<file path="src/hw/rtl/pssf_pkg.sv">
// Package with types and constants of the pancake-sort flip sequencer.
package pssf_pkg;

   // Width of the value field of an input item.
   localparam int VALUE_IN_W = 16;
   // Width of the flip position field of a result item.
   localparam int FLIP_W = 6;

   typedef enum logic [3:0] {
      ST_LOAD,
      ST_SCAN,
      ST_DECIDE,
      ST_EMIT_BIG,
      ST_EMIT_TGT,
      ST_FLIP_RD,
      ST_FLIP_WLO,
      ST_FLIP_WHI,
      ST_NEXT,
      ST_FINAL
   } state_type;

endpackage

</file>
<file path="src/hw/rtl/pssf_req_if.sv">
// Handshake interfaces for the input and result channels.
interface pssf_req_if;
   import pssf_pkg::*;
   logic                         valid;
   logic                         ready;
   logic signed [VALUE_IN_W-1:0] value;
   logic                         bottom;
   modport source (output valid, output value, output bottom, input ready);
   modport sink (input valid, input value, input bottom, output ready);
endinterface

interface pssf_rsp_if;
   import pssf_pkg::*;
   logic              valid;
   logic              ready;
   logic [FLIP_W-1:0] flip_position;
   logic              last;
   modport source (output valid, output flip_position, output last, input ready);
   modport sink (input valid, input flip_position, input last, output ready);
endinterface

</file>
<file path="src/hw/rtl/pancake_sort_flip_sequencer_top.sv">
// Top level of the pancake-sort flip sequencer.
//
//   Channel   Dir  Fields                         Handshake
//   req_ch    in   value (16b signed), bottom     valid/ready
//   rsp_ch    out  flip_position (6b), last       valid/ready
//
// While loading, an item is taken whenever one is offered; the item flagged bottom closes
// the stack and starts a sort on one shared compare unit and a dual-read stack RAM. A pass
// over a prefix ending at index t scans it, decides, emits each result, performs each flip
// as element swaps (read, write low, write high) and steps to the next pass.
// Reset is synchronous and active high; the stack RAM needs no clearing.
// While the result register is full and not taken, the sequencer waits before emitting a result.
module pancake_sort_flip_sequencer_top #(
   parameter int MAX_STACK  = 32,
   parameter int VALUE_BITS = 16
) (
   input  logic              clock,
   input  logic              reset,
   pssf_req_if.sink          req_ch,
   pssf_rsp_if.source        rsp_ch
);
   import pssf_pkg::*;

   // Index width for the stack, and count width that can also hold the depth.
   localparam int IDX_W = $clog2(MAX_STACK);
   localparam int CNT_W = $clog2(MAX_STACK + 1);
   // Common width for turning the input field into a stored element.
   localparam int EXT_W = (VALUE_BITS > VALUE_IN_W) ? VALUE_BITS : VALUE_IN_W;

   state_type state_ff, state_in;

   // Stack bookkeeping: count is also the stack size during a sort.
   logic [CNT_W-1:0] count_ff, count_in;
   logic [IDX_W-1:0] tgt_ff, tgt_in;

   // Scan of the unsorted prefix: read issue side and data side.
   logic [IDX_W-1:0]      saddr_ff, saddr_in;
   logic                  issue_ff, issue_in;
   logic                  dv_ff, dv_in;
   logic [IDX_W-1:0]      didx_ff, didx_in;
   logic                  dlast_ff, dlast_in;
   logic [VALUE_BITS-1:0] prev_ff, prev_in;
   logic [VALUE_BITS-1:0] best_ff, best_in;
   logic [IDX_W-1:0]      best_idx_ff, best_idx_in;
   logic                  sorted_ff, sorted_in;

   // Prefix reversal: two pointers walking toward each other.
   logic [IDX_W-1:0]      lo_ff, lo_in;
   logic [IDX_W-1:0]      hi_ff, hi_in;
   logic                  pass2_ff, pass2_in;
   logic [VALUE_BITS-1:0] hold_ff, hold_in;

   // Result register.
   logic              rsp_valid_ff, rsp_valid_in;
   logic [FLIP_W-1:0] rsp_pos_ff, rsp_pos_in;
   logic              rsp_last_ff, rsp_last_in;

   // Stack RAM ports.
   logic                  ram_we;
   logic [IDX_W-1:0]      ram_waddr;
   logic [VALUE_BITS-1:0] ram_wdata;
   logic [IDX_W-1:0]      ram_raddr_a;
   logic [IDX_W-1:0]      ram_raddr_b;
   logic [VALUE_BITS-1:0] ram_rdata_a;
   logic [VALUE_BITS-1:0] ram_rdata_b;

   logic                  accept;
   logic                  room;
   logic [CNT_W-1:0]      new_count;
   logic                  out_free;
   logic [EXT_W-1:0]      value_ext;
   logic [VALUE_BITS-1:0] value_store;

   pssf_ram #(
      .WIDTH (VALUE_BITS),
      .DEPTH (MAX_STACK)
   ) u_stack_ram (
      .clock     (clock),
      .wr_en     (ram_we),
      .wr_addr   (ram_waddr),
      .wr_data   (ram_wdata),
      .rd_addr_a (ram_raddr_a),
      .rd_data_a (ram_rdata_a),
      .rd_addr_b (ram_raddr_b),
      .rd_data_b (ram_rdata_b)
   );

   // The element is the low VALUE_BITS bits of the field, read as signed.
   assign value_ext   = EXT_W'($unsigned(req_ch.value));
   assign value_store = value_ext[VALUE_BITS-1:0];

   assign accept    = req_ch.valid && req_ch.ready;
   assign room      = count_ff < CNT_W'(MAX_STACK);
   assign new_count = room ? count_ff + CNT_W'(1) : count_ff;
   assign out_free  = !rsp_valid_ff || rsp_ch.ready;

   // Next state.
   always_comb begin
      state_in = state_ff;
      unique case (state_ff)
         ST_LOAD: begin
            if (accept && req_ch.bottom) begin
               // A single element is already sorted.
               state_in = (new_count <= CNT_W'(1)) ? ST_FINAL : ST_SCAN;
            end
         end
         ST_SCAN: begin
            if (dv_ff && dlast_ff) begin
               state_in = ST_DECIDE;
            end
         end
         ST_DECIDE: begin
            priority if (sorted_ff) begin
               state_in = ST_FINAL;
            end else if (best_idx_ff == '0) begin
               state_in = ST_EMIT_TGT;
            end else if (best_idx_ff == tgt_ff) begin
               state_in = ST_NEXT;
            end else begin
               state_in = ST_EMIT_BIG;
            end
         end
         ST_EMIT_BIG, ST_EMIT_TGT: begin
            if (out_free) begin
               state_in = ST_FLIP_RD;
            end
         end
         ST_FLIP_RD: begin
            priority if (lo_ff < hi_ff) begin
               state_in = ST_FLIP_WLO;
            end else if (pass2_ff) begin
               state_in = ST_NEXT;
            end else begin
               state_in = ST_EMIT_TGT;
            end
         end
         ST_FLIP_WLO: state_in = ST_FLIP_WHI;
         ST_FLIP_WHI: state_in = ST_FLIP_RD;
         ST_NEXT: begin
            state_in = (tgt_ff == IDX_W'(1)) ? ST_FINAL : ST_SCAN;
         end
         ST_FINAL: begin
            if (out_free) begin
               state_in = ST_LOAD;
            end
         end
         default: state_in = ST_LOAD;
      endcase
   end

   // Outputs toward the channels and the stack RAM.
   always_comb begin
      req_ch.ready = 1'b0;
      ram_we       = 1'b0;
      ram_waddr    = lo_ff;
      ram_wdata    = ram_rdata_b;
      ram_raddr_a  = saddr_ff;
      ram_raddr_b  = hi_ff;
      unique case (state_ff)
         ST_LOAD: begin
            // Ready is always high while loading, so valid alone marks an accepted item.
            req_ch.ready = 1'b1;
            ram_we       = req_ch.valid && room;
            ram_waddr    = count_ff[IDX_W-1:0];
            ram_wdata    = value_store;
         end
         ST_FLIP_RD: begin
            ram_raddr_a = lo_ff;
            ram_raddr_b = hi_ff;
         end
         ST_FLIP_WLO: begin
            // The element from the high end goes to the low end.
            ram_we    = 1'b1;
            ram_waddr = lo_ff;
            ram_wdata = ram_rdata_b;
         end
         ST_FLIP_WHI: begin
            ram_we    = 1'b1;
            ram_waddr = hi_ff;
            ram_wdata = hold_ff;
         end
         default: begin
         end
      endcase
   end

   // Datapath registers.
   always_comb begin
      count_in     = count_ff;
      tgt_in       = tgt_ff;
      saddr_in     = saddr_ff;
      issue_in     = issue_ff;
      dv_in        = 1'b0;
      didx_in      = didx_ff;
      dlast_in     = dlast_ff;
      prev_in      = prev_ff;
      best_in      = best_ff;
      best_idx_in  = best_idx_ff;
      sorted_in    = sorted_ff;
      lo_in        = lo_ff;
      hi_in        = hi_ff;
      pass2_in     = pass2_ff;
      hold_in      = hold_ff;
      rsp_valid_in = rsp_valid_ff && !rsp_ch.ready;
      rsp_pos_in   = rsp_pos_ff;
      rsp_last_in  = rsp_last_ff;

      unique case (state_ff)
         ST_LOAD: begin
            if (accept) begin
               count_in = new_count;
               if (req_ch.bottom) begin
                  // The first pass covers the whole stack.
                  tgt_in   = IDX_W'(new_count - CNT_W'(1));
                  saddr_in = '0;
                  issue_in = 1'b1;
               end
            end
         end
         ST_SCAN: begin
            if (issue_ff) begin
               dv_in    = 1'b1;
               didx_in  = saddr_ff;
               dlast_in = saddr_ff == tgt_ff;
               saddr_in = saddr_ff + IDX_W'(1);
               issue_in = saddr_ff != tgt_ff;
            end
            if (dv_ff) begin
               // One compare unit keeps the order check and the first maximum.
               if (didx_ff == '0) begin
                  best_in     = ram_rdata_a;
                  best_idx_in = '0;
                  sorted_in   = 1'b1;
               end else begin
                  if ($signed(ram_rdata_a) < $signed(prev_ff)) begin
                     sorted_in = 1'b0;
                  end
                  if ($signed(ram_rdata_a) > $signed(best_ff)) begin
                     best_in     = ram_rdata_a;
                     best_idx_in = didx_ff;
                  end
               end
               prev_in = ram_rdata_a;
            end
         end
         ST_EMIT_BIG: begin
            if (out_free) begin
               rsp_valid_in = 1'b1;
               rsp_pos_in   = FLIP_W'(count_ff - CNT_W'(best_idx_ff));
               rsp_last_in  = 1'b0;
               lo_in        = '0;
               hi_in        = best_idx_ff;
               pass2_in     = 1'b0;
            end
         end
         ST_EMIT_TGT: begin
            if (out_free) begin
               rsp_valid_in = 1'b1;
               rsp_pos_in   = FLIP_W'(count_ff - CNT_W'(tgt_ff));
               rsp_last_in  = 1'b0;
               lo_in        = '0;
               hi_in        = tgt_ff;
               pass2_in     = 1'b1;
            end
         end
         ST_FLIP_WLO: begin
            hold_in = ram_rdata_a;
         end
         ST_FLIP_WHI: begin
            lo_in = lo_ff + IDX_W'(1);
            hi_in = hi_ff - IDX_W'(1);
         end
         ST_NEXT: begin
            tgt_in   = tgt_ff - IDX_W'(1);
            saddr_in = '0;
            issue_in = 1'b1;
         end
         ST_FINAL: begin
            if (out_free) begin
               rsp_valid_in = 1'b1;
               rsp_pos_in   = '0;
               rsp_last_in  = 1'b1;
               count_in     = '0;
               tgt_in       = '0;
            end
         end
         default: begin
         end
      endcase
   end

   always_ff @(posedge clock) begin
      if (reset) begin
         state_ff     <= ST_LOAD;
         count_ff     <= '0;
         tgt_ff       <= '0;
         issue_ff     <= 1'b0;
         dv_ff        <= 1'b0;
         rsp_valid_ff <= 1'b0;
      end else begin
         state_ff     <= state_in;
         count_ff     <= count_in;
         tgt_ff       <= tgt_in;
         issue_ff     <= issue_in;
         dv_ff        <= dv_in;
         rsp_valid_ff <= rsp_valid_in;
      end
   end

   always_ff @(posedge clock) begin
      saddr_ff    <= saddr_in;
      didx_ff     <= didx_in;
      dlast_ff    <= dlast_in;
      prev_ff     <= prev_in;
      best_ff     <= best_in;
      best_idx_ff <= best_idx_in;
      sorted_ff   <= sorted_in;
      lo_ff       <= lo_in;
      hi_ff       <= hi_in;
      pass2_ff    <= pass2_in;
      hold_ff     <= hold_in;
      rsp_pos_ff  <= rsp_pos_in;
      rsp_last_ff <= rsp_last_in;
   end

   assign rsp_ch.valid         = rsp_valid_ff;
   assign rsp_ch.flip_position = rsp_pos_ff;
   assign rsp_ch.last          = rsp_last_ff;

endmodule

</file>
<file path="src/hw/rtl/pssf_ram.sv">
// Generic RAM: one write port, two read ports with registered read data.
module pssf_ram #(
   parameter int WIDTH = 16,
   parameter int DEPTH = 32
) (
   input  logic                     clock,
   input  logic                     wr_en,
   input  logic [$clog2(DEPTH)-1:0] wr_addr,
   input  logic [WIDTH-1:0]         wr_data,
   input  logic [$clog2(DEPTH)-1:0] rd_addr_a,
   output logic [WIDTH-1:0]         rd_data_a,
   input  logic [$clog2(DEPTH)-1:0] rd_addr_b,
   output logic [WIDTH-1:0]         rd_data_b
);

   logic [WIDTH-1:0] mem_ff [DEPTH];
   logic [WIDTH-1:0] rd_a_ff;
   logic [WIDTH-1:0] rd_b_ff;

   always_ff @(posedge clock) begin
      if (wr_en) begin
         mem_ff[wr_addr] <= wr_data;
      end
      rd_a_ff <= mem_ff[rd_addr_a];
      rd_b_ff <= mem_ff[rd_addr_b];
   end

   assign rd_data_a = rd_a_ff;
   assign rd_data_b = rd_b_ff;

endmodule

</file>
<file path="src/flat_wrapper.sv">
// flat-port wrapper written by rule: the top's interface ports become plain ports
module pancake_sort_flip_sequencer_top_flat import pssf_pkg::*;
#(
   parameter int MAX_STACK  = 32,
   parameter int VALUE_BITS = 16
)
  (clock, reset, req_ch_valid, req_ch_value, req_ch_bottom, req_ch_ready, rsp_ch_valid, rsp_ch_flip_position, rsp_ch_last, rsp_ch_ready);
  pssf_req_if req_ch_i ();
  pssf_rsp_if rsp_ch_i ();
  input  logic clock;
  input  logic reset;
  input wire logic [$bits(req_ch_i.valid)-1:0] req_ch_valid;
  input wire logic [$bits(req_ch_i.value)-1:0] req_ch_value;
  input wire logic [$bits(req_ch_i.bottom)-1:0] req_ch_bottom;
  output wire logic [$bits(req_ch_i.ready)-1:0] req_ch_ready;
  output wire logic [$bits(rsp_ch_i.valid)-1:0] rsp_ch_valid;
  output wire logic [$bits(rsp_ch_i.flip_position)-1:0] rsp_ch_flip_position;
  output wire logic [$bits(rsp_ch_i.last)-1:0] rsp_ch_last;
  input wire logic [$bits(rsp_ch_i.ready)-1:0] rsp_ch_ready;
  assign req_ch_i.valid = req_ch_valid;
  assign req_ch_i.value = req_ch_value;
  assign req_ch_i.bottom = req_ch_bottom;
  assign req_ch_ready = req_ch_i.ready;
  assign rsp_ch_valid = rsp_ch_i.valid;
  assign rsp_ch_flip_position = rsp_ch_i.flip_position;
  assign rsp_ch_last = rsp_ch_i.last;
  assign rsp_ch_i.ready = rsp_ch_ready;
  pancake_sort_flip_sequencer_top #(.MAX_STACK(MAX_STACK), .VALUE_BITS(VALUE_BITS)) u_core (.clock(clock), .reset(reset), .req_ch(req_ch_i), .rsp_ch(rsp_ch_i));
endmodule
</file>
<file path="config.mk">
export PLATFORM = sky130hd
export DESIGN_NAME = pancake_sort_flip_sequencer_top_flat
export DESIGN_NICKNAME = d
export VERILOG_FILES = /design/src/hw/rtl/pssf_pkg.sv /design/src/hw/rtl/pssf_req_if.sv /design/src/hw/rtl/pancake_sort_flip_sequencer_top.sv /design/src/hw/rtl/pssf_ram.sv /design/src/flat_wrapper.sv
export SDC_FILE = /design/constraint.sdc
export NUM_CORES = 1
export LEC_CHECK = 0
export ABC_AREA = 1
export BUFFER_PORTS_ARGS = -buffer_cell sky130_fd_sc_hd__buf_4
export CAP_MARGIN = 20
export CORE_MARGIN = 8
export CORE_UTILIZATION = 35
export DETAILED_ROUTE_END_ITERATION = 16
export SYNTH_ARGS = -nofsm -noshare
export SYNTH_HDL_FRONTEND = slang
export SYNTH_SLANG_ARGS = --single-unit
</file>
<file path="constraint.sdc">
create_clock -name clock -period 4.1 [get_ports clock]
set_clock_uncertainty 0.05 [all_clocks]
set_input_delay 0.41 -clock clock [delete_from_list [all_inputs] [get_ports clock]]
set_output_delay 0.41 -clock clock [all_outputs]
set_load 0.03 [all_outputs]
</file>
Word-level counts from Yosys, hierarchy flattened

Memory sizes are Yosys's and may differ from the RTL's. A register that Yosys moved wholly into a read port is not among the register bits.
Index checks and enable logic that the tools add are counted.

Latch bits: 0
Register bits after elaboration: 101
ROM bits: 0
Memories: 1
Memory bits (writable): 512
Word-level logic and storage cells: 148

Memory list:

| memory                    | words | width | rd ports | clocked after memory_dff | wr ports | line           | source |
|---|---|---|---|---|---|---|---|
| u_core.u_stack_ram.mem_ff | 32    | 16    | 2        | 2                        | 1        | pssf_ram.sv:16 | `logic [WIDTH-1:0] mem_ff [DEPTH];` |

Mux-type cells: 53
$lt $le $gt $ge: 5
Reduce and logical (&&, ||, !) cells: 39
$add $sub $neg: 8
Equality and inequality tests: 22
Div/mod/pow operators: 0
Bitwise operators: 1
$mul: 0
Shift-type cells: 0

Operator list:

| kind                | number |
|---|---|
| $mux 5              | 10 |
| $pmux 5 s3          | 3 |
| $mux 4              | 11 |
| $pmux 4 s9          | 1 |
| $mux 16             | 2 |
| $pmux 16 s2         | 1 |
| $mux 6              | 5 |
| $reduce_and 3->1    | 7 |
| $pmux 5 s2          | 2 |
| $pmux 6 s3          | 1 |
| $eq 4x3->1 const B  | 4 |
| $gt 16x16->1        | 1 |
| $lt 16x16->1        | 1 |
| $ne 2x1->1 const B  | 8 |
| $reduce_and 4->1    | 4 |
| $sub 5x1->5 const B | 3 |
| $mux 1              | 12 |
| $pmux 6 s2          | 1 |
| $reduce_bool 2->1   | 6 |
| $reduce_bool 3->1   | 4 |
| $sub 6x5->6         | 2 |
| $add 5x1->5 const B | 2 |
| $eq 5x5->1          | 2 |
| $logic_not 5->1     | 2 |
| other kinds (20)    | 33 |

Longest topological paths before layout

Depth in word-level cells: 6
Mapped depth: 15
Depth with buffers taken out: 14

By module

From an unflattened synthesis, not the netlist that was laid out.

Cell total of the unflattened synthesis: 3708
Area total of the unflattened synthesis: 33054.2 um^2

Modules (own cells, without submodules):

| module                          | seq. area each (um^2) | cells each | area an instance (um^2) | times used |
|---|---|---|---|---|
| pssf_ram                        | 16015.4               | 3027       | 27088.5                 | 1 |
| pancake_sort_flip_sequencer_top | 2852.7                | 681        | 5965.7                  | 1 |

Least setup slack after synthesis

OpenSTA, ideal clock, no wires.

Kind: reg-to-reg
Start: register u_core.state_ff[0]
End: register u_core.best_ff[0] (enable)
Data arrival time: 2.828 ns
Stages on the path, launching flop included: 8
Slack: 0.816 ns
Data required time: 3.644 ns
Cell sequence: dfxtp_1 -> inv_2 -> nor2_4 -> nand2_1 -> clkbuf_1 -> nor2_1 -> inv_1 -> a21oi_1

Cells in the longest elaborated chain, start to end: 2

Ends and longest elaborated chain:

| what                              | line                                   | source |
|---|---|---|
| start, declared                   | pancake_sort_flip_sequencer_top.sv:30  | `state_type state_ff, state_in;` |
| start signal, assigned            | pancake_sort_flip_sequencer_top.sv:301 | `state_ff <= state_in;` |
| $eq 4x1->1                        | pancake_sort_flip_sequencer_top.sv:208 | `unique case (state_ff)` |
| $reduce_and 3->1 (no source line) | --                                     |  |
| end signal, assigned              | pancake_sort_flip_sequencer_top.sv:315 | `best_ff <= best_in;` |
| end, declared                     | pancake_sort_flip_sequencer_top.sv:43  | `logic [VALUE_BITS-1:0] best_ff, best_in;` |

Every way passes these cells.
A chain may end at the register's enable or synchronous reset.

Worst setup path in the final report

Start: register u_core.state_ff[3]
End: memory u_core.u_stack_ram.mem_ff[8][0] (enable)

Cells in the longest elaborated chain, start to end: 5
Elaborated cells on any way between the ends: 8
Classes of those cells: eq/ne: 2; mux: 4; reduce/logical: 2

Ends and longest elaborated chain:

| what                             | line                                   | source |
|---|---|---|
| $eq 4x3->1                       | pancake_sort_flip_sequencer_top.sv:159 | `unique case (state_ff)` |
| $reduce_or 2->1 (no source line) | --                                     |  |
| $pmux 1 s2                       | pancake_sort_flip_sequencer_top.sv:159 |  |
| $mux 1                           | pssf_ram.sv:21                         | `if (wr_en) begin` |
| $mux 1 (not written as such)     | pssf_ram.sv:22                         | `mem_ff[wr_addr] <= wr_data;` |
| end, declared                    | pssf_ram.sv:16                         |  |

Several ways; a longest one is shown, not always the timed one.

==> key figures <==
STA
  – Fmax: 0.300 GHz
  – Slew @ Worst Pin: 1150 ps
  – Setup_tns: 0 ps
  – Slew HR: 22.8%
  – Final number of max-transition violations: 0
  – RSZ-0062 raised after global routing: no
  – Min cycle time layout: 3330 ps
  – Final period utilization: 81.3%
  – Final Hold Vio Count: 0
  – # setup viols final: 0

Min path
  – Min-Delay Path Depth: 2
  – Hold Path Class: input pin to flip-flop
  – HP Start: reset

Clocking
  – CTS Buffer Depth: 3
  – Clock sinks: 645
  – Resized cells post-CTS: 0
  – Root Buffer: clkbuf_16
  – Total CTS buffers: 74
  – CTS clk-pin slew, worst paths: 70 ps
  – Post-CTS setup buffer count: 0
  – CTS tree: yes
  – Hold_buf cts: 0
  – # H-tree levels: 3
  – Worst-skew pair later-pin latency: 650 ps

Synthesis
  – Syn Nets: 3899
  – Cell count after synthesis: 3829
  – Post-synth EDFFs: 595
  – Sequential area share after synthesis: 56.4%
  – Avg Inst Size Synth: 8.73 sq um
  – Prevailing post-synth register cell: edfxtp_1
  – Post-Synthesis Cell Area: 0.0334 sq mm
  – Distinct cells, synth: 42
  – Async set or reset register ratio after synthesis: 0%
  – Synth Register Bits: 645
  – Number of synthesis warnings: 0

Setup path
  – CP Class: flip-flop to flip-flop
  – Worst Path Required: 4330 ps
  – Crit-path max FO: 16
  – Worst setup SP type: flip-flop
  – Worst reg2reg path startpoint: u_core.state_ff[3]
  – Crit path launch: u_core.state_ff[3]
  – Worst path arrival time: 3560 ps
  – CP Cell Sequence: nor2_1 -> nand2_2 -> nor2_2 -> inv_1 -> o21ai_0 -> nand3_1 -> buf_4 -> nor2_2 -> buf_4
  – CP max stage cell: o21ai_0
  – Worst path max stage delay: 500 ps
  – FF-to-FF path depth: 9
  – CP Capture Type: flip-flop

Global route
  – Total grt overflow: 0
  – GRT Total Usage: 20.8%
  – First-pass GRT wire length: 168 mm
  – Pin count of the biggest net entering global routing: 116
  – Vias in the first global route: 25900
  – Initial antenna violation count: 3

Floorplanning
  – Die area: 0.106 sq mm
  – Initial Utilization: 35.2%
  – Number of core rows: 113
  – Area of the core: 0.0949 sq mm
  – Die height: 325 um
  – Top Ports: 30
  – Die X: 325 um

Routing
  – DR iter-0 viols: 3566
  – Routed wire length: 114 mm
  – Via density per instance: 5.41
  – Vias: 27800
  – Antenna-violating nets left: 0
  – WL per Instance: 22.2 um
  – Drt pass-1 iters: 6
  – DR DRC count: 0

Place
  – Post-DP HPWL: 70.4 mm
  – Placer Congestion: 0.910
  – Placed Area: 0.0355 sq mm
  – Port Buffers: 29

Power
  – Pwr dens: 678 mW/mm^2
  – Maximum VDD drop: 473 uV
  – Leakage power: 15.8 nW

Final layout
  – Area Growth Syn to Fin: 13.1%
  – Final instance area: 0.0378 sq mm
  – Commonest cells after routing, fill and taps aside: nand2_1, nand3_1, inv_1
  – Nets: 3885
  – Layout cells sized above 1: 8.08%
  – Final-layout fill cell count: 9241
  – ANT cells: 0
  – Commonest non-fill, non-tap cell in the layout: nand2_1

Run
  – Max Cap Violations: 0

Run status
  – Run status: finished, final reports clean
[cell type report]
cell class	instances	area [sq um]	area share [%]
Tap cell	1265	1580	4.19
Timing Repair Buffer	146	1310	3.46
Clock buffer	96	1990	5.26
Multi-Input combinational cell	2329	11400	30.1
Inverter	619	2330	6.16
Clock inverter	39	360	0.953
Sequential cell	645	18900	49.9
[routing by layer]
metal	global-route usage, %	routed length, um	vias to the layer above
li1	-	-	12800
met1	27.6	45400	13100
met2	31.9	50400	1583
met3	4.19	11900	275
met4	10.8	6180	0
met5	0	0	-
[sequential cells by signal (all words and copies together), names as in the netlist, 6 cells and up]
name,flops
u_core.prev_ff,16
u_core.u_stack_ram.rd_data_b,16
u_core.count_ff,6
u_core.u_stack_ram.rd_data_a,16
u_core.hold_ff,16
u_core.u_stack_ram.mem_ff,512
u_core.best_ff,16
u_core.rsp_ch.flip_position,6
[metrics by stage]
stage	setup WS, ps	utilization [%]	total power [mW]	hold WS [ps]	cells
floorplan	816	-	14.8	389	3829
global placement	881	37.4	19.0	384	5004
detailed placement	865	37.4	19.1	384	5004
CTS	888	39.9	25.5	24.7	5139
global route	629	39.9	26.7	50.3	5139
finish	767	39.9	25.6	52.6	5139
[cells by family after synthesis]
family	share of synthesized area [%]
adders and majority gates	1.86
xor gates and xnor gates	0.262
DFF	56.4
buffers and inverters	9.96
AOI/OAI and AO/OA	9.50
and+or+nand+nor	22.0
[synth_stat cells, types with 2 or more instances]
cell      instances  area share [%]
o21ai_2           3           0.079
o221ai_1          2           0.052
xnor2_1           5            0.13
buf_1            34            0.38
a21oi_1         242             3.6
edfxtp_1        595              53
nor2_4            2           0.067
xor2_1            5            0.13
nor2_2            2           0.037
buf_4             5            0.11
a31oi_1           6            0.11
clkinv_1          2           0.022
o22ai_1          36            0.67
nor3_1            6           0.090
dfxtp_1          50             3.0
o21ai_0         286             4.3
or2_2             7            0.13
nand2_1         781             8.8
clkbuf_1        122             1.4
o21a_1            2           0.045
inv_2             9            0.10
inv_1           608             6.8
nand3b_1         28            0.63
nand4_1          23            0.43
nand2_2           4           0.075
o21bai_1          4           0.090
buf_2            74             1.1
o31ai_1          10            0.22
nand3_1         689              10
nor2_1          119             1.3
ha_1             48             1.8
o211ai_1         10            0.22
[power by group]
| part | total [mW] | leakage [nW] | internal, mW | switching (mW) |
|---|---|---|---|---|
| Sequential | 9.50 | 5.80 | 8.98 | 0.525 |
| Combinational | 9.66 | 8.81 | 2.41 | 7.25 |
| Clock | 6.48 | 1.14 | 3.71 | 2.77 |
[worst max-delay path: cells and delay by family (launching register included)]
family	cells	cell delay (ps)
AOI/OAI and AO/OA	1	500
buffers and inverters	3	750
DFF	1	360
and+or+nand+nor	5	1310
[path summary, 6_finish.rpt]
check | endpoint | slack (ps)
max reg2reg | u_core.u_stack_ram.mem_ff[8][0] | 770
max | u_core.u_stack_ram.mem_ff[8][0] | 770
min | u_core.count_ff[0] | 50
min reg2reg | u_core.best_idx_ff[1] | 400
Power figures use the tool's default switching activity.
